`src/hdl/oost_pkg.sv`:
```
// Shared types and constants of the owned object slot table.
package oost_pkg;

   typedef enum logic [1:0] {
      KIND_STORE    = 2'd0,
      KIND_RETRIEVE = 2'd1,
      KIND_REMOVE   = 2'd2,
      KIND_CLEANUP  = 2'd3
   } oost_kind_type;

   typedef enum logic [1:0] {
      ST_OK      = 2'd0,
      ST_INVALID = 2'd1,
      ST_SIZE    = 2'd2,
      ST_FULL    = 2'd3
   } oost_status_type;

   typedef enum logic [1:0] {
      S_IDLE,
      S_CHECK,
      S_SCAN
   } oost_state_type;

   typedef struct packed {
      logic            valid;
      oost_status_type status;
      logic [3:0]      slot;
   } oost_rsp_type;

   localparam logic [0:0] CSR_KERNEL_ID = 1'b0;
   localparam logic [0:0] CSR_NONE_ID   = 1'b1;

   localparam logic [7:0] KERNEL_ID_RESET = 8'd0;
   localparam logic [7:0] NONE_ID_RESET   = 8'd255;

endpackage

```
`src/hdl/oost_mem.sv`:
```
// Slot memory: owner and size per slot, one read and one write port, with valid bits.
module oost_mem #(
   parameter int SLOTS = 16,
   parameter int OW    = 8,
   parameter int SW    = 14,
   parameter int AW    = 4
) (
   input  logic          clock,
   input  logic          reset,
   input  logic          rd_en,
   input  logic [AW-1:0] rd_addr,
   output logic [OW-1:0] rd_owner,
   output logic [SW-1:0] rd_size,
   input  logic          wr_en,
   input  logic [AW-1:0] wr_addr,
   input  logic [OW-1:0] wr_owner,
   input  logic [SW-1:0] wr_size
);
   import oost_pkg::*;

   logic [OW+SW-1:0] mem [SLOTS];
   logic [SLOTS-1:0] valid_ff;
   logic [OW+SW-1:0] data_ff;
   logic             vld_ff;
   logic [OW+7:0]    reset_owner_wide;
   logic [OW-1:0]    reset_owner;

   // A slot never written reads as free and owned by the reset none id.
   assign reset_owner_wide = {{OW{1'b0}}, NONE_ID_RESET};
   assign reset_owner      = reset_owner_wide[OW-1:0];

   always_ff @(posedge clock) begin
      if (wr_en) begin
         mem[wr_addr] <= {wr_owner, wr_size};
      end
      if (rd_en) begin
         data_ff <= mem[rd_addr];
      end
   end

   always_ff @(posedge clock) begin
      if (reset) begin
         valid_ff <= '0;
         vld_ff   <= 1'b0;
      end else begin
         if (wr_en) begin
            valid_ff[wr_addr] <= 1'b1;
         end
         if (rd_en) begin
            vld_ff <= valid_ff[rd_addr];
         end
      end
   end

   assign rd_owner = vld_ff ? data_ff[OW+SW-1:SW] : reset_owner;
   assign rd_size  = vld_ff ? data_ff[SW-1:0] : '0;

endmodule

```
`src/hdl/oost_ctrl.sv`:
```
// Request sequencer: checks, slot scan and read-modify-write of the slot memory.
module oost_ctrl #(
   parameter int SLOTS     = 16,
   parameter int MAX_BYTES = 8192,
   parameter int OW        = 8,
   parameter int SW        = 14,
   parameter int AW        = 4
) (
   input  logic                   clock,
   input  logic                   reset,
   input  logic                   start,
   output logic                   busy,
   input  oost_pkg::oost_kind_type req_kind,
   input  logic [7:0]             req_owner,
   input  logic                   req_owner_alive,
   input  logic [7:0]             req_handle,
   input  logic [15:0]            req_size_bytes,
   input  logic [7:0]             kernel_id,
   input  logic [7:0]             none_id,
   output logic                   rd_en,
   output logic [AW-1:0]          rd_addr,
   input  logic [OW-1:0]          rd_owner,
   input  logic [SW-1:0]          rd_size,
   output logic                   wr_en,
   output logic [AW-1:0]          wr_addr,
   output logic [OW-1:0]          wr_owner,
   output logic [SW-1:0]          wr_size,
   output oost_pkg::oost_rsp_type rsp
);
   import oost_pkg::*;

   localparam int CW = $clog2(SLOTS + 1);

   function automatic logic [OW-1:0] to_owner(input logic [7:0] v);
      logic [OW+7:0] t;
      t = {{OW{1'b0}}, v};
      return t[OW-1:0];
   endfunction

   oost_state_type state_ff, state_in;
   oost_kind_type  kind_ff;
   logic [OW-1:0]  owner_ff;
   logic           alive_ff;
   logic [7:0]     handle_ff;
   logic [15:0]    size_ff;
   logic [CW-1:0]  nxt_ff, nxt_in;
   logic           eval_ff;
   logic [AW-1:0]  eval_addr_ff;

   logic           accept;
   logic           owner_hit;
   logic           last;
   logic           handle_bad;
   logic           alive_ok;
   logic           scan_kind;
   logic [AW+3:0]  eval_slot_wide;

   assign accept         = start && (state_ff == S_IDLE);
   assign busy           = (state_ff != S_IDLE);
   assign owner_hit      = (rd_owner == owner_ff);
   assign last           = (eval_addr_ff == AW'(SLOTS - 1));
   assign handle_bad     = ({1'b0, handle_ff} >= 9'(SLOTS));
   assign alive_ok       = alive_ff || (owner_ff == to_owner(kernel_id));
   assign scan_kind      = (kind_ff == KIND_STORE) || (kind_ff == KIND_CLEANUP);
   assign eval_slot_wide = {4'b0000, eval_addr_ff};

   always_ff @(posedge clock) begin
      if (reset) begin
         state_ff <= S_IDLE;
         eval_ff  <= 1'b0;
         nxt_ff   <= '0;
      end else begin
         state_ff <= state_in;
         eval_ff  <= rd_en;
         nxt_ff   <= nxt_in;
      end
   end

   always_ff @(posedge clock) begin
      eval_addr_ff <= rd_addr;
      if (accept) begin
         kind_ff   <= req_kind;
         owner_ff  <= to_owner(req_owner);
         alive_ff  <= req_owner_alive;
         handle_ff <= req_handle;
         size_ff   <= req_size_bytes;
      end
   end

   always_comb begin
      state_in   = state_ff;
      nxt_in     = nxt_ff;
      rd_en      = 1'b0;
      rd_addr    = nxt_ff[AW-1:0];
      wr_en      = 1'b0;
      wr_addr    = eval_addr_ff;
      wr_owner   = to_owner(none_id);
      wr_size    = '0;
      rsp.valid  = 1'b0;
      rsp.status = ST_OK;
      rsp.slot   = 4'd0;

      case (state_ff)
         S_IDLE: begin
            if (start) begin
               state_in = S_CHECK;
            end
         end

         S_CHECK: begin
            case (kind_ff)
               KIND_STORE: begin
                  if (size_ff == 16'd0) begin
                     rsp.valid  = 1'b1;
                     rsp.status = ST_INVALID;
                     state_in   = S_IDLE;
                  end else if (size_ff > 16'(MAX_BYTES)) begin
                     rsp.valid  = 1'b1;
                     rsp.status = ST_SIZE;
                     state_in   = S_IDLE;
                  end else if (!alive_ok) begin
                     rsp.valid  = 1'b1;
                     rsp.status = ST_INVALID;
                     state_in   = S_IDLE;
                  end else begin
                     rd_en    = 1'b1;
                     rd_addr  = '0;
                     nxt_in   = CW'(1);
                     state_in = S_SCAN;
                  end
               end
               KIND_CLEANUP: begin
                  rd_en    = 1'b1;
                  rd_addr  = '0;
                  nxt_in   = CW'(1);
                  state_in = S_SCAN;
               end
               KIND_RETRIEVE, KIND_REMOVE: begin
                  if (handle_bad) begin
                     rsp.valid  = 1'b1;
                     rsp.status = ST_INVALID;
                     rsp.slot   = handle_ff[3:0];
                     state_in   = S_IDLE;
                  end else begin
                     rd_en    = 1'b1;
                     rd_addr  = handle_ff[AW-1:0];
                     state_in = S_SCAN;
                  end
               end
               default: begin
                  state_in = S_IDLE;
               end
            endcase
         end

         S_SCAN: begin
            // Keep the read pipe full: slot i+1 is read while slot i is judged.
            if (scan_kind && (nxt_ff < CW'(SLOTS))) begin
               rd_en   = 1'b1;
               rd_addr = nxt_ff[AW-1:0];
               nxt_in  = nxt_ff + CW'(1);
            end
            if (eval_ff) begin
               case (kind_ff)
                  KIND_STORE: begin
                     if (rd_size == '0) begin
                        wr_en      = 1'b1;
                        wr_owner   = owner_ff;
                        wr_size    = size_ff[SW-1:0];
                        rsp.valid  = 1'b1;
                        rsp.status = ST_OK;
                        rsp.slot   = eval_slot_wide[3:0];
                        state_in   = S_IDLE;
                     end else if (last) begin
                        rsp.valid  = 1'b1;
                        rsp.status = ST_FULL;
                        state_in   = S_IDLE;
                     end
                  end
                  KIND_RETRIEVE: begin
                     rsp.valid  = 1'b1;
                     rsp.status = (owner_hit && (16'(rd_size) == size_ff)) ? ST_OK : ST_INVALID;
                     rsp.slot   = handle_ff[3:0];
                     state_in   = S_IDLE;
                  end
                  KIND_REMOVE: begin
                     wr_en      = owner_hit;
                     rsp.valid  = 1'b1;
                     rsp.status = owner_hit ? ST_OK : ST_INVALID;
                     rsp.slot   = handle_ff[3:0];
                     state_in   = S_IDLE;
                  end
                  KIND_CLEANUP: begin
                     wr_en = owner_hit;
                     if (last) begin
                        rsp.valid = 1'b1;
                        state_in  = S_IDLE;
                     end
                  end
                  default: begin
                     state_in = S_IDLE;
                  end
               endcase
            end
         end

         default: begin
            state_in = S_IDLE;
         end
      endcase
   end

endmodule

```
`src/hdl/owned_object_slot_table_core.sv`:
```
// Top level of the owned object slot table: registers, result beat and memory hookup.
//
// The table holds SLOTS slots of owner id and byte size, kept in one synchronous memory
// with a registered read, and serves one request at a time. A request beat is taken when
// start is high while busy is low; its single result beat appears on rsp_status and
// rsp_slot for exactly one cycle with rsp_strobe high, and the receiver has no way to
// hold it off, so it must take it in that cycle. A store or a cleanup walks the memory
// one slot per cycle through the single read port; a store ends early at the first free
// slot, and a store that fails its size or owner checks answers from the check state
// without any read. A retrieve or remove reads the slot named by its handle and answers
// from that read, or answers from the check state when the handle is out of range. A
// new request can be accepted in the cycle that carries the previous result. Reset
// clears the per-slot valid bits at once, so the table is usable the cycle after reset
// with no clearing pass. The kernel and none owner registers are written through the
// csr port; they must be written only while the block is idle, which the block itself
// does not enforce. A new none id affects slots freed afterwards only.
module owned_object_slot_table_core #(
   parameter int SLOTS      = 16,
   parameter int MAX_BYTES  = 8192,
   parameter int OWNER_BITS = 8
) (
   input  logic                     clock,
   input  logic                     reset,
   input  logic                     start,
   output logic                     busy,
   input  oost_pkg::oost_kind_type   req_kind,
   input  logic [7:0]               req_owner,
   input  logic                     req_owner_alive,
   input  logic [7:0]               req_handle,
   input  logic [15:0]              req_size_bytes,
   output logic                     rsp_strobe,
   output oost_pkg::oost_status_type rsp_status,
   output logic [3:0]               rsp_slot,
   input  logic                     csr_we,
   input  logic [0:0]               csr_index,
   input  logic [7:0]               csr_wdata
);
   import oost_pkg::*;

   localparam int AW = $clog2(SLOTS);
   localparam int SW = $clog2(MAX_BYTES + 1);
   localparam int OW = OWNER_BITS;

   logic [7:0]   kernel_id_ff;
   logic [7:0]   none_id_ff;
   oost_rsp_type rsp;
   oost_rsp_type rsp_ff;

   logic          rd_en;
   logic [AW-1:0] rd_addr;
   logic [OW-1:0] rd_owner;
   logic [SW-1:0] rd_size;
   logic          wr_en;
   logic [AW-1:0] wr_addr;
   logic [OW-1:0] wr_owner;
   logic [SW-1:0] wr_size;

   // Owner registers. Writes must arrive only while the table is idle; the block does not enforce this.
   always_ff @(posedge clock) begin
      if (reset) begin
         kernel_id_ff <= KERNEL_ID_RESET;
         none_id_ff   <= NONE_ID_RESET;
      end else if (csr_we) begin
         case (csr_index)
            CSR_KERNEL_ID: kernel_id_ff <= csr_wdata;
            CSR_NONE_ID:   none_id_ff   <= csr_wdata;
            default: begin
            end
         endcase
      end
   end

   // The result beat is registered so that it lasts exactly one cycle.
   always_ff @(posedge clock) begin
      if (reset) begin
         rsp_ff.valid <= 1'b0;
      end else begin
         rsp_ff.valid <= rsp.valid;
      end
      rsp_ff.status <= rsp.status;
      rsp_ff.slot   <= rsp.slot;
   end

   assign rsp_strobe = rsp_ff.valid;
   assign rsp_status = rsp_ff.status;
   assign rsp_slot   = rsp_ff.slot;

   oost_ctrl #(
      .SLOTS    (SLOTS),
      .MAX_BYTES(MAX_BYTES),
      .OW       (OW),
      .SW       (SW),
      .AW       (AW)
   ) u_ctrl (
      .clock          (clock),
      .reset          (reset),
      .start          (start),
      .busy           (busy),
      .req_kind       (req_kind),
      .req_owner      (req_owner),
      .req_owner_alive(req_owner_alive),
      .req_handle     (req_handle),
      .req_size_bytes (req_size_bytes),
      .kernel_id      (kernel_id_ff),
      .none_id        (none_id_ff),
      .rd_en          (rd_en),
      .rd_addr        (rd_addr),
      .rd_owner       (rd_owner),
      .rd_size        (rd_size),
      .wr_en          (wr_en),
      .wr_addr        (wr_addr),
      .wr_owner       (wr_owner),
      .wr_size        (wr_size),
      .rsp            (rsp)
   );

   oost_mem #(
      .SLOTS(SLOTS),
      .OW   (OW),
      .SW   (SW),
      .AW   (AW)
   ) u_mem (
      .clock   (clock),
      .reset   (reset),
      .rd_en   (rd_en),
      .rd_addr (rd_addr),
      .rd_owner(rd_owner),
      .rd_size (rd_size),
      .wr_en   (wr_en),
      .wr_addr (wr_addr),
      .wr_owner(wr_owner),
      .wr_size (wr_size)
   );

endmodule

```
`config.mk`:
```
export PLATFORM = sky130hd
export DESIGN_NAME = owned_object_slot_table_core
export DESIGN_NICKNAME = d
export VERILOG_FILES = /design/src/hdl/oost_pkg.sv /design/src/hdl/oost_mem.sv /design/src/hdl/oost_ctrl.sv /design/src/hdl/owned_object_slot_table_core.sv
export SDC_FILE = /design/constraint.sdc
export NUM_CORES = 1
export LEC_CHECK = 0
export CAP_MARGIN = 0
export CORE_MARGIN = 2
export CORE_UTILIZATION = 50
export CTS_CLUSTER_DIAMETER = 40
export CTS_CLUSTER_SIZE = 20
export DETAILED_ROUTE_END_ITERATION = 8
export DONT_BUFFER_PORTS = 1
export GPL_TIMING_DRIVEN = 0
export PLACE_DENSITY = 0.7
export SYNTH_ARGS = -nofsm -noshare
export SYNTH_HDL_FRONTEND = slang
export SYNTH_SLANG_ARGS = --single-unit
```
`constraint.sdc`:
```
create_clock -name clock -period 12.36 [get_ports clock]
set_input_delay 2.472 -clock clock [delete_from_list [all_inputs] [get_ports clock]]
set_output_delay 2.472 -clock clock [all_outputs]
set_load 0.02 [all_outputs]
```
## Word-level counts from Yosys, hierarchy flattened

Memories as Yosys holds them, arrays and structs flattened. A register that Yosys moved wholly into a read port is not among the register bits.
Index checks and enable logic that the tools add are counted.

- Bits in registers: 87
- Latch bits: 0
- RAM bits: 352
- Bits in read-only memories: 0
- Input bits: 48
- Output and inout bits: 8
- Word-level logic and storage cells: 126
- Memories kept: 1

Memories:

| memory | depth | width | read ports | clocked after memory_dff | write ports | RTL line | source |
|---|---|---|---|---|---|---|---|
| u_mem.mem | 16 | 22 | 1 | 1 | 1 | oost_mem.sv:21 | `logic [OW+SW-1:0] mem [SLOTS];` |

- $add $sub $neg: 1
- Multipliers: 0
- Div/mod/pow operators: 0
- $lt $le $gt $ge: 6
- Eq/ne operators: 16
- Shift-type cells: 0
- Mux-type cells: 66
- Bitwise logic cells: 2
- Reduce and logical (&&, ||, !) cells: 18

Operator list:

| kind | number |
|---|---|
| 14-bit two-way mux | 5 |
| 8-bit two-way mux | 5 |
| 4-bit two-way mux | 7 |
| 5-bit two-way mux | 4 |
| 5-bit case mux with 2 select lines | 2 |
| 2-bit case mux with 3 select lines | 3 |
| 6-bit case mux with 3 select lines | 1 |
| 14-bit by 16-bit equality test with 1-bit output | 1 |
| 8-bit equality test | 2 |
| 16-bit by 14-bit greater-than comparator with 1-bit output, second input constant | 1 |
| 16-bit logical NOT | 1 |
| 2-bit two-way mux | 8 |
| 16-bit OR | 1 |
| 1-bit two-way mux | 15 |
| 3-bit two-way mux | 5 |
| 14-bit logical NOT | 1 |
| 7-bit two-way mux | 2 |
| 7-bit case mux with 2 select lines | 1 |
| 4-bit case mux with 3 select lines | 1 |
| 4-bit by 5-bit less-than comparator with 1-bit output, second input constant | 2 |
| 8-bit by 5-bit greater-or-equal comparator with 1-bit output, second input constant | 1 |
| 2-bit equality test, second input constant | 3 |
| 3-bit inequality test, second input constant | 2 |
| 1-bit case mux with 3 select lines | 2 |
| other kinds (21) | 33 |

## Logic depth before layout (Yosys ltp)

Gate-level depths: netlist of the first run.

- Depth in word-level cells: 9
- Gate-level depth with buffers: 13
- Mapped depth without buffers: 10

## Modules after synthesis

From an unflattened synthesis of the first run, not the netlist that was laid out.

- Cell total of the unflattened synthesis: 940
- Area total of the unflattened synthesis: 18,511.5 um2

Modules (own cells, without submodules):

| module | instances | cells each | area an instance (um2) | sequential area each (um2) |
|---|---|---|---|---|
| oost_mem | 1 | 625 | 15,035.7 | 11,571.1 |
| oost_ctrl | 1 | 245 | 2,646.3 | 1,291.2 |
| owned_object_slot_table_core | 1 | 70 | 829.5 | 460.4 |

## Least setup slack after synthesis of the first run

OpenSTA, ideal clock, no wires.

- Path type: flip-flop to flip-flop
- From: reg u_ctrl.owner_ff[1]
- To: mem u_mem.mem[12][0] in the netlist's numbering, enable pin
- Library setup time: 460 ps
- Arrival time: 3,971 ps
- Required time: 11,900 ps
- Slack: 7,929 ps
- Stages on the path, launching flop included: 8
- Buffers on the path: 0
- Period minus slack after synthesis: 4,431 ps
- Cells stage by stage: edfxtp_1 xor2_1 o31ai_2 a32oi_1 a2111oi_4 o21ai_2 a211o_4 nor4_1

- Longest elaborated chain between the ends: 6

Ends and longest elaborated chain:

| what | RTL line | source |
|---|---|---|
| start, declared | oost_ctrl.sv:42 | `logic [OW-1:0] owner_ff;` |
| start signal, assigned | oost_ctrl.sv:83 | `owner_ff <= to_owner(req_owner);` |
| 8-bit equality test | oost_ctrl.sv:60 | `assign owner_hit = (rd_owner == owner_ff);` |
| 1-bit case mux with 2 select lines | oost_ctrl.sv:164 | `case (kind_ff)` |
| 1-bit two-way mux | oost_ctrl.sv:163 | `if (eval_ff) begin` |
| 1-bit two-way mux | oost_ctrl.sv:103 | `case (state_ff)` |
| 1-bit two-way mux | oost_mem.sv:33 | `if (wr_en) begin` |
| 1-bit two-way mux (implied by the code) | oost_mem.sv:34 | `mem[wr_addr] <= {wr_owner, wr_size};` |
| end, declared | oost_mem.sv:21 |  |

No other way between the ends.

## Final worst setup path of the first run

- From: reg u_ctrl.state_ff[0]
- To: out busy

- Longest elaborated chain between the ends: 1

Ends and longest elaborated chain:

| what | RTL line | source |
|---|---|---|
| start, declared | oost_ctrl.sv:40 | `oost_state_type state_ff, state_in;` |
| start signal, assigned | oost_ctrl.sv:73 | `state_ff <= state_in;` |
| 2-bit nonzero test | oost_ctrl.sv:59 | `assign busy = (state_ff != S_IDLE);` |
| end, declared | owned_object_slot_table_core.sv:25 | `output logic busy,` |

No other way between the ends.

==> results of run 1 <==
## power by group through the flow
stage | Combinational, mW | Sequential (mW) | Clock [mW]
2_1_floorplan | 0.181 | 1.75 | 0
3_3_place_gp | 0.243 | 1.76 | 0
3_5_place_dp | 0.248 | 1.76 | 0
4_1_cts | 0.248 | 1.73 | 1.47
5_1_grt | 0.265 | 1.73 | 1.53
6_report | 0.248 | 1.73 | 1.45
## worst paths after layout
| check | startpoint | end | depth (start not counted) |
|---|---|---|---|
| min | none_id_ff[2] | none_id_ff[2] | 1 |
| min reg2reg | none_id_ff[2] | none_id_ff[2] | 1 |
| max | u_ctrl.state_ff[0] | busy | 3 |
| max reg2reg | u_ctrl.owner_ff[1] | u_mem.mem[1][12] | 11 |
## per-stage QoR
| step | hold slack [ns] | power [mW] | worst slack, ns | area [um^2] | utilization [%] |
|---|---|---|---|---|---|
| 3_5_place_dp | 0.451 | 2.01 | 8.34 | 19900 | 53.0 |
| 2_1_floorplan | 0.431 | 1.93 | 7.93 | 19000 | - |
| 3_3_place_gp | 0.442 | 2.00 | 5.06 | 19600 | 52.2 |
| 4_1_cts | 0.464 | 3.44 | 8.32 | 21500 | 57.3 |
| 5_1_grt | 0.488 | 3.52 | 8.28 | 21600 | 57.4 |
| 6_report | 0.462 | 3.42 | 8.45 | 21600 | 57.4 |
## routing by layer
layer	track usage [%]	share of wire (%)	vias to the layer above
met3	3.98	6.3	83
met2	39.8	49	410
li1	-	-	4958
met5	0	0.029	-
met1	29.5	42	5460
met4	7.57	2.8	2
## registers in the layout (all words and copies together) (netlist names)
| signal | cells |
|---|---|
| kernel_id_ff | 8 |
| none_id_ff | 8 |
| rsp_slot | 4 |
| rsp_status | 2 |
| rsp_strobe | 1 |
| u_ctrl.alive_ff | 1 |
| u_ctrl.eval_ff | 1 |
| u_ctrl.handle_ff | 8 |
| u_ctrl.kind_ff | 2 |
| u_ctrl.nxt_ff | 5 |
| u_ctrl.owner_ff | 8 |
| u_ctrl.size_ff | 16 |
| u_ctrl.state_ff | 2 |
| u_ctrl.wr_addr | 4 |
| u_mem.data_ff | 22 |
| u_mem.mem | 352 |
| u_mem.valid_ff | 16 |
| u_mem.vld_ff | 1 |
## Yosys cell counts, types with 4 or more instances
| master | count | area share, % |
|---|---|---|
| sky130_fd_sc_hd__edfxtp_1 | 409 | 65 |
| sky130_fd_sc_hd__nand2_1 | 111 | 2.2 |
| sky130_fd_sc_hd__mux2i_1 | 106 | 5.6 |
| sky130_fd_sc_hd__mux2_2 | 96 | 5.7 |
| sky130_fd_sc_hd__o211ai_1 | 91 | 3.6 |
| sky130_fd_sc_hd__dfxtp_1 | 52 | 5.5 |
| sky130_fd_sc_hd__nor2_1 | 50 | 0.99 |
| sky130_fd_sc_hd__clkbuf_1 | 36 | 0.71 |
| sky130_fd_sc_hd__nand4_1 | 24 | 0.79 |
| sky130_fd_sc_hd__buf_2 | 18 | 0.47 |
| sky130_fd_sc_hd__inv_1 | 18 | 0.36 |
| sky130_fd_sc_hd__and2_1 | 16 | 0.53 |
| sky130_fd_sc_hd__o21ai_0 | 15 | 0.40 |
| sky130_fd_sc_hd__a21oi_1 | 14 | 0.37 |
| sky130_fd_sc_hd__nand3_1 | 13 | 0.34 |
| sky130_fd_sc_hd__nor3_1 | 13 | 0.34 |
| sky130_fd_sc_hd__xor2_1 | 13 | 0.60 |
| sky130_fd_sc_hd__a22oi_1 | 12 | 0.47 |
| sky130_fd_sc_hd__ha_1 | 11 | 0.72 |
| sky130_fd_sc_hd__nor4_1 | 11 | 0.36 |
| sky130_fd_sc_hd__nor2b_1 | 9 | 0.30 |
| sky130_fd_sc_hd__a211o_1 | 8 | 0.37 |
| sky130_fd_sc_hd__and3_1 | 8 | 0.26 |
| sky130_fd_sc_hd__buf_4 | 7 | 0.28 |
| sky130_fd_sc_hd__nand2b_1 | 7 | 0.23 |
| sky130_fd_sc_hd__buf_1 | 4 | 0.079 |
| sky130_fd_sc_hd__nand3b_1 | 4 | 0.16 |
| sky130_fd_sc_hd__o21ba_1 | 4 | 0.21 |
| sky130_fd_sc_hd__o22ai_1 | 4 | 0.13 |
## critical path: cells and delay by family (launching register included)
| family | cells | cell delay (ns) |
|---|---|---|
| buffers and inverters | 2 | 0.28 |
| flip-flops | 1 | 0.39 |
| adder cells (fa/ha/maj) | 1 | 0.23 |
## kinds of logic (layout without fill, tap and decap cells)
kind of cell	Yosys count	after routing	share of synthesized area [%]
xor gates and xnor gates	16	16	0.738
buffers and inverters	83	183	1.90
muxes	202	202	11.3
adders and majority gates	11	11	0.725
AOI/OAI and AO/OA	181	181	7.14
DFF	461	461	70.2
and+or+nand+nor	295	295	8.07
## cell type report
cell class,instances,area (um^2),share of cell area [%]
clock inverters,34,380,1.76
repair buffers,15,221,1.03
flip-flops and latches,461,13300,61.8
inverters,18,67.6,0.313
well taps,511,639,2.97
multi-input cells,705,5390,25.0
clock buffers,51,1230,5.72
plain buffers,65,293,1.36
==> results.md, run 1 <==
- Layout filler cell count: 2,841
- Cell Int Power: 2.62 mW
- Aggregate routed wire length: 45.0 mm
- Last weighted congestion value of the routability-driven placer: 0.883
- Placed insts: 1,774
- Total overflow reported by the global router: 0
- Commonest register cell after synthesis: sky130_fd_sc_hd__edfxtp_1
- Classification of the worst setup path: flip-flop to output pin
- Number of remaining DRC errors: 0
- Final setup TNS: 0 ns
- Rel. slew slack: 15.7%
- Flops & latches, synth: 461
- Final worst path period share: 31.6%
- Proportion of power drawn by flip-flops and latches: 50.4%
- Post-synthesis sequential area ratio: 70.2%
- Largest stage delay on the critical path: 0.39 ns
- CTS tree: yes
- Root buffer cell: sky130_fd_sc_hd__clkbuf_16
- Cell Count, Final, Fillers Out: 1,860
- Row count: 71
- Setup repair after global routing missed its margin: no
- Die extent in y: 199 um
- Max-cap violation count: 0
- Wire length of the first global-routing pass: 66.6 mm
- Fraction of power consumed by combinational cells: 7.2%
- Pin count of the biggest net entering global routing: 36
- DPL Wire Length: 30.2 mm
- Buffer count from post-CTS setup fixing: 0
- Yosys cell types: 67
- Net Switching: 808 uW
- Total Die Area: 39,600 um^2
- Antenna Violating Nets Remaining: 0
- Arrival time at the worst endpoint: 1.44 ns
- Leak pwr: 6.21 nW
- Maximum achievable frequency: 256 MHz
- Post-synthesis average cell area: 15.2 um^2
- Most frequent standard cell in the layout excluding fill and tap cells: sky130_fd_sc_hd__edfxtp_1
- Via count: 10.9k
- Area delta synth->final: 13.5%
- Clk buf depth: 3
- PD cells: 159 nW/um^2
- Initial antenna violation count: 2
- Worst-case vdd ir drop: 0.105 mV
- GRT Overall Usage: 23.0%
- CTS HTree Levels: 2
- Syn. warnings: 0
- Final setup violation count: 0
- Share of power burned in the clock network: 42.4%
- Core Area: 37,600 um^2
- Hold Violations, Final: 0
- Switching portion of total power: 23.6%
- R2r setup slk: 8.46 ns
- Worst min path class: flip-flop to flip-flop
- Via count of the first global-routing pass: 11.2k
- Slew of the pin with the lowest slew margin: 1.26 ns
- Horizontal extent of the die: 199 um
- Top-Level Pins: 56
- Clock tree skew after final layout: 0.0281 ns
- Worst-path fanout max: 4
- Max-slew violation count: 0
- Worst path slowest cell: sky130_fd_sc_hd__dfxtp_1
- Number of buffers added by the clock tree synthesis step: 47
- Sink count of the clock tree: 461
- I/O Buffers: 0
- Most repeated library cell on the critical path: sky130_fd_sc_hd__inv_1
- Skew-Pair Late Insertion Delay: 0.56 ns
- Clock period minus final worst setup slack: 3.91 ns
- Outcome: complete, no violations
- Synthesized netlist cell count: 1,249
- CP Cell Sequence: inv_1 > ha_1 > inv_1
- Share of synthesized flip-flops with an asynchronous set or reset: 0%
- Vias per inst: 5.87
- Drt first pass iters: 5
- Clock-pin slew reported for the worst setup and hold paths after clock tree synthesis: 0.06 ns
- Starting Density: 50.5%
- Count of antenna diodes in the layout: 0
- Post-cts hold buffer count: 0
- Layout cell share with drive strength beyond 1: 18.7%
- Startpoint type of the worst setup path: flip-flop
- Cts repair resizes: 0
- EDFF count, synth: 409
- Data required time of the worst path: 9.89 ns
- Starting DRC count in detailed routing: 1,060
- Commonest cells after routing, fill and taps aside: 409 x sky130_fd_sc_hd__edfxtp_1, 111 x sky130_fd_sc_hd__nand2_1, 106 x sky130_fd_sc_hd__mux2i_1
- Post-synthesis instance area: 19,000 um^2
- Average wire per standard cell: 24.2 um
- Sort of element at the end of the critical path: output pin
- Number of nets in the final layout: 1,372
- Synthesized Nets: 1,308
No activity file was read; power rests on OpenSTA's default activity.
==> run 2: changes to the inputs <==
Settings changed: PLACE_DENSITY 0.7 to 0.73.
Clock period 12.36 ns to 3.2 ns, I/O delays scaled along.
==> results.md, run 2 (synthesis gave the netlist of run 1 again) <==
- Core Area: 37,600 um^2 (unchanged)
- Slew of the pin with the lowest slew margin: 1.17 ns (was 1.26 ns)
- GRT Overall Usage: 25.7% (was 23.0%)
- Area delta synth->final: 21.8% (was 13.5%)
- Final critical-path setup slack: -0.111 ns (was 8.45 ns)
- I/O Buffers: 0 (unchanged)
- Startpoint type of the worst setup path: flip-flop (unchanged)
- Commonest cells after routing, fill and taps aside: 409 x sky130_fd_sc_hd__edfxtp_1, 110 x sky130_fd_sc_hd__nand2_1, 106 x sky130_fd_sc_hd__mux2i_1 (was 409 x sky130_fd_sc_hd__edfxtp_1, 111 x sky130_fd_sc_hd__nand2_1, 106 x sky130_fd_sc_hd__mux2i_1)
- Largest registers: u_mem.mem x352, u_mem.data_ff x22 (unchanged)
- Sort of element at the end of the critical path: flip-flop (was output pin)
- Worst min path class: primary input to flip-flop (was flip-flop to flip-flop)
- Most repeated library cell on the critical path: sky130_fd_sc_hd__buf_12 (was sky130_fd_sc_hd__inv_1)
- Placed insts: 1,769 (was 1,774)
- Violations in the final reports: negative setup slack
- Starting Density: 50.5% (unchanged)
- Leak pwr: 6.90 nW (was 6.21 nW)
- Row count: 71 (unchanged)
- Average wire per standard cell: 26.9 um (was 24.2 um)
- Total Die Area: 39,600 um^2 (unchanged)
- Final worst path period share: 103%
- Number of remaining DRC errors: 0 (unchanged)
- Classification of the worst setup path: flip-flop to flip-flop (was flip-flop to output pin)
- Root buffer cell: sky130_fd_sc_hd__clkbuf_16 (unchanged)
- Drt first pass iters: 7 (was 5)
- Clock period minus final worst setup slack: 3.31 ns
- DPL Wire Length: 30.1 mm (was 30.2 mm)
- Clk buf depth: 3 (unchanged)
- Data required time of the worst path: 3.49 ns (was 9.89 ns)
- CTS HTree Levels: 2 (unchanged)
- Die extent in y: 199 um (unchanged)
- Last weighted congestion value of the routability-driven placer: 0.900 (was 0.883)
- Clock-pin slew reported for the worst setup and hold paths after clock tree synthesis: 0.08 ns (was 0.06 ns)
- Antenna Violating Nets Remaining: 0 (unchanged)
- Post-cts hold buffer count: 0 (unchanged)
- Number of cells on the worst hold path: 0 (was 1)
- Pin count of the biggest net entering global routing: 36 (unchanged)
- Max-cap violation count: 0 (unchanged)
- Reg2reg path depth: 13 (was 11)
- Layout filler cell count: 2,612 (was 2,841)
- Layout cell share with drive strength beyond 1: 27.8% (was 18.7%)
- Count of antenna diodes in the layout: 0 (unchanged)
- Maximum achievable frequency: 302 MHz
- Dominant delay contributor by cell family on the critical path: compound AO/OA/AOI/OAI gates (was flip-flops)
- Arrival time at the worst endpoint: 3.60 ns (was 1.44 ns)
- Total overflow reported by the global router: 0 (unchanged)
- Worst-path fanout max: 8 (was 4)
- Vias per inst: 6.19 (was 5.87)
- Initial antenna violation count: 0 (was 2)
- Aggregate routed wire length: 52.5 mm (was 45.0 mm)
- Number of stages on the worst setup path: 13 (was 3)
- CP Cell Sequence: buf_6 > xor2_1 > o31ai_4 > a32oi_2 > a2111oi_4 > buf_4 > o21ai_2 > a211o_4 > or3b_4 > buf_12 > nor3_4 > buf_12 > buf_12 (was inv_1 > ha_1 > inv_1)
- Wire length of the first global-routing pass: 74.1 mm (was 66.6 mm)
- Cell Count, Final, Fillers Out: 1,953 (was 1,860)
- Clock tree skew after final layout: 0.0243 ns (was 0.0281 ns)
- Sink count of the clock tree: 461 (unchanged)
- Starting DRC count in detailed routing: 1,370 (was 1,060)
- Worst-case vdd ir drop: 0.432 mV (was 0.105 mV)
- Most frequent standard cell in the layout excluding fill and tap cells: sky130_fd_sc_hd__edfxtp_1 (unchanged)
- Number of buffers added by the clock tree synthesis step: 47 (unchanged)
- Outcome: complete, but fails checks (was complete, no violations)
- Hold Violations, Final: 0 (unchanged)
- Number of nets in the final layout: 1,462 (was 1,372)
- Worst path slowest cell: sky130_fd_sc_hd__edfxtp_1 (was sky130_fd_sc_hd__dfxtp_1)
- Top-Level Pins: 56 (unchanged)
- CTS tree: yes (unchanged)
- Setup repair after global routing missed its margin: yes (was no)
- Via count of the first global-routing pass: 12.0k (was 11.2k)
- Largest stage delay on the critical path: 0.41 ns (was 0.39 ns)
- Register ranked first by flip-flop count: u_mem.mem (unchanged)
- Largest register FFs: 352 (unchanged)
- Total power: 13.8 mW (was 3.42 mW)
- CP Buf/Inv Count: 5 (was 2)
- Final setup violation count: 125 (was 0)
- Max-slew violation count: 0 (unchanged)
- Via count: 12.1k (was 10.9k)
- Rel. slew slack: 21.4% (was 15.7%)
- Horizontal extent of the die: 199 um (unchanged)
- PD cells: 597 nW/um^2 (was 159 nW/um^2)
- Skew-Pair Late Insertion Delay: 0.60 ns (was 0.56 ns)
==> run 2: cell count changes in the layout (fill, tap and decap cells not counted), moves of 7 or more <==
cell and change:
sky130_fd_sc_hd__clkbuf_1 -24, sky130_fd_sc_hd__and2_1 -8, sky130_fd_sc_hd__nor2_4 +11, sky130_fd_sc_hd__and2_2 +8
sky130_fd_sc_hd__buf_12 +22, sky130_fd_sc_hd__buf_4 +37, sky130_fd_sc_hd__buf_6 +27, sky130_fd_sc_hd__clkbuf_4 +9
sky130_fd_sc_hd__clkbuf_2 +9, sky130_fd_sc_hd__inv_8 +7
==> run 2: cell type report <==
cell class | instances | area [um^2] | area share, %
Buffer | 63 | 413 | 1.78
Multi-Input combinational cell | 716 | 5740 | 24.8
Sequential cell | 461 | 13300 | 57.6
Tap cell | 511 | 639 | 2.76
Timing Repair inverter | 1 | 7.51 | 0.0324
Clock inverter | 39 | 539 | 2.33
Timing Repair Buffer | 95 | 1200 | 5.19
Clock buffer | 49 | 1200 | 5.21
Inverter | 18 | 71.3 | 0.308
==> run 2: per-layer routing <==
metal | GRT usage (%) | vias to the layer above | wire (um)
met2 | 43.0 | 745 | 25500
met3 | 4.31 | 173 | 4820
met5 | 0 | - | 0
met4 | 11.8 | 0 | 2370
li1 | - | 5163 | -
met1 | 32.8 | 6013 | 19800
==> run 2: power by group <==
group	switching, mW	total (mW)	leakage, nW	internal, mW
clock	2.78	6.01	0.842	3.23
combinational	0.668	1.14	2.44	0.475
sequential	0.0758	6.66	3.62	6.58
==> run 2: per-stage QoR <==
step / hold WS [ns] / utilization (%) / setup WS (ns) / instance area [um^2] / TNS, ns
floorplan: 0.431 / - / -0.337 / 19000 / -38.75
global placement: 0.444 / 52.3 / -2.08 / 19700 / -406.24
detailed placement: 0.447 / 52.9 / -0.848 / 19900 / -173.49
CTS: 0.131 / 60.4 / -0.0603 / 22700 / -2.10
global route: 0.125 / 61.6 / -0.190 / 23100 / -21.03
finish: 0.139 / 61.6 / -0.111 / 23100 / -5.62
==> run 2: worst paths after layout <==
check	startpoint	endpoint	slack, ns
hold / removal	req_owner[2]	u_ctrl.owner_ff[2]	0.14
setup / recovery	u_ctrl.owner_ff[5]	u_mem.mem[2][17]	-0.11
setup reg to reg	u_ctrl.owner_ff[5]	u_mem.mem[2][17]	-0.11
hold reg to reg	none_id_ff[3]	none_id_ff[3]	0.47
==> run 2: what timing repair did <==
| action | CTS | global route |
|---|---|---|
| endpoints found under the setup margin | 372 | 490 |
| pin swaps | 31 | 25 |
| setup buffers | 62 | 25 |
| gates cloned | 11 | 6 |
| gates resized for setup | 79 | 91 |
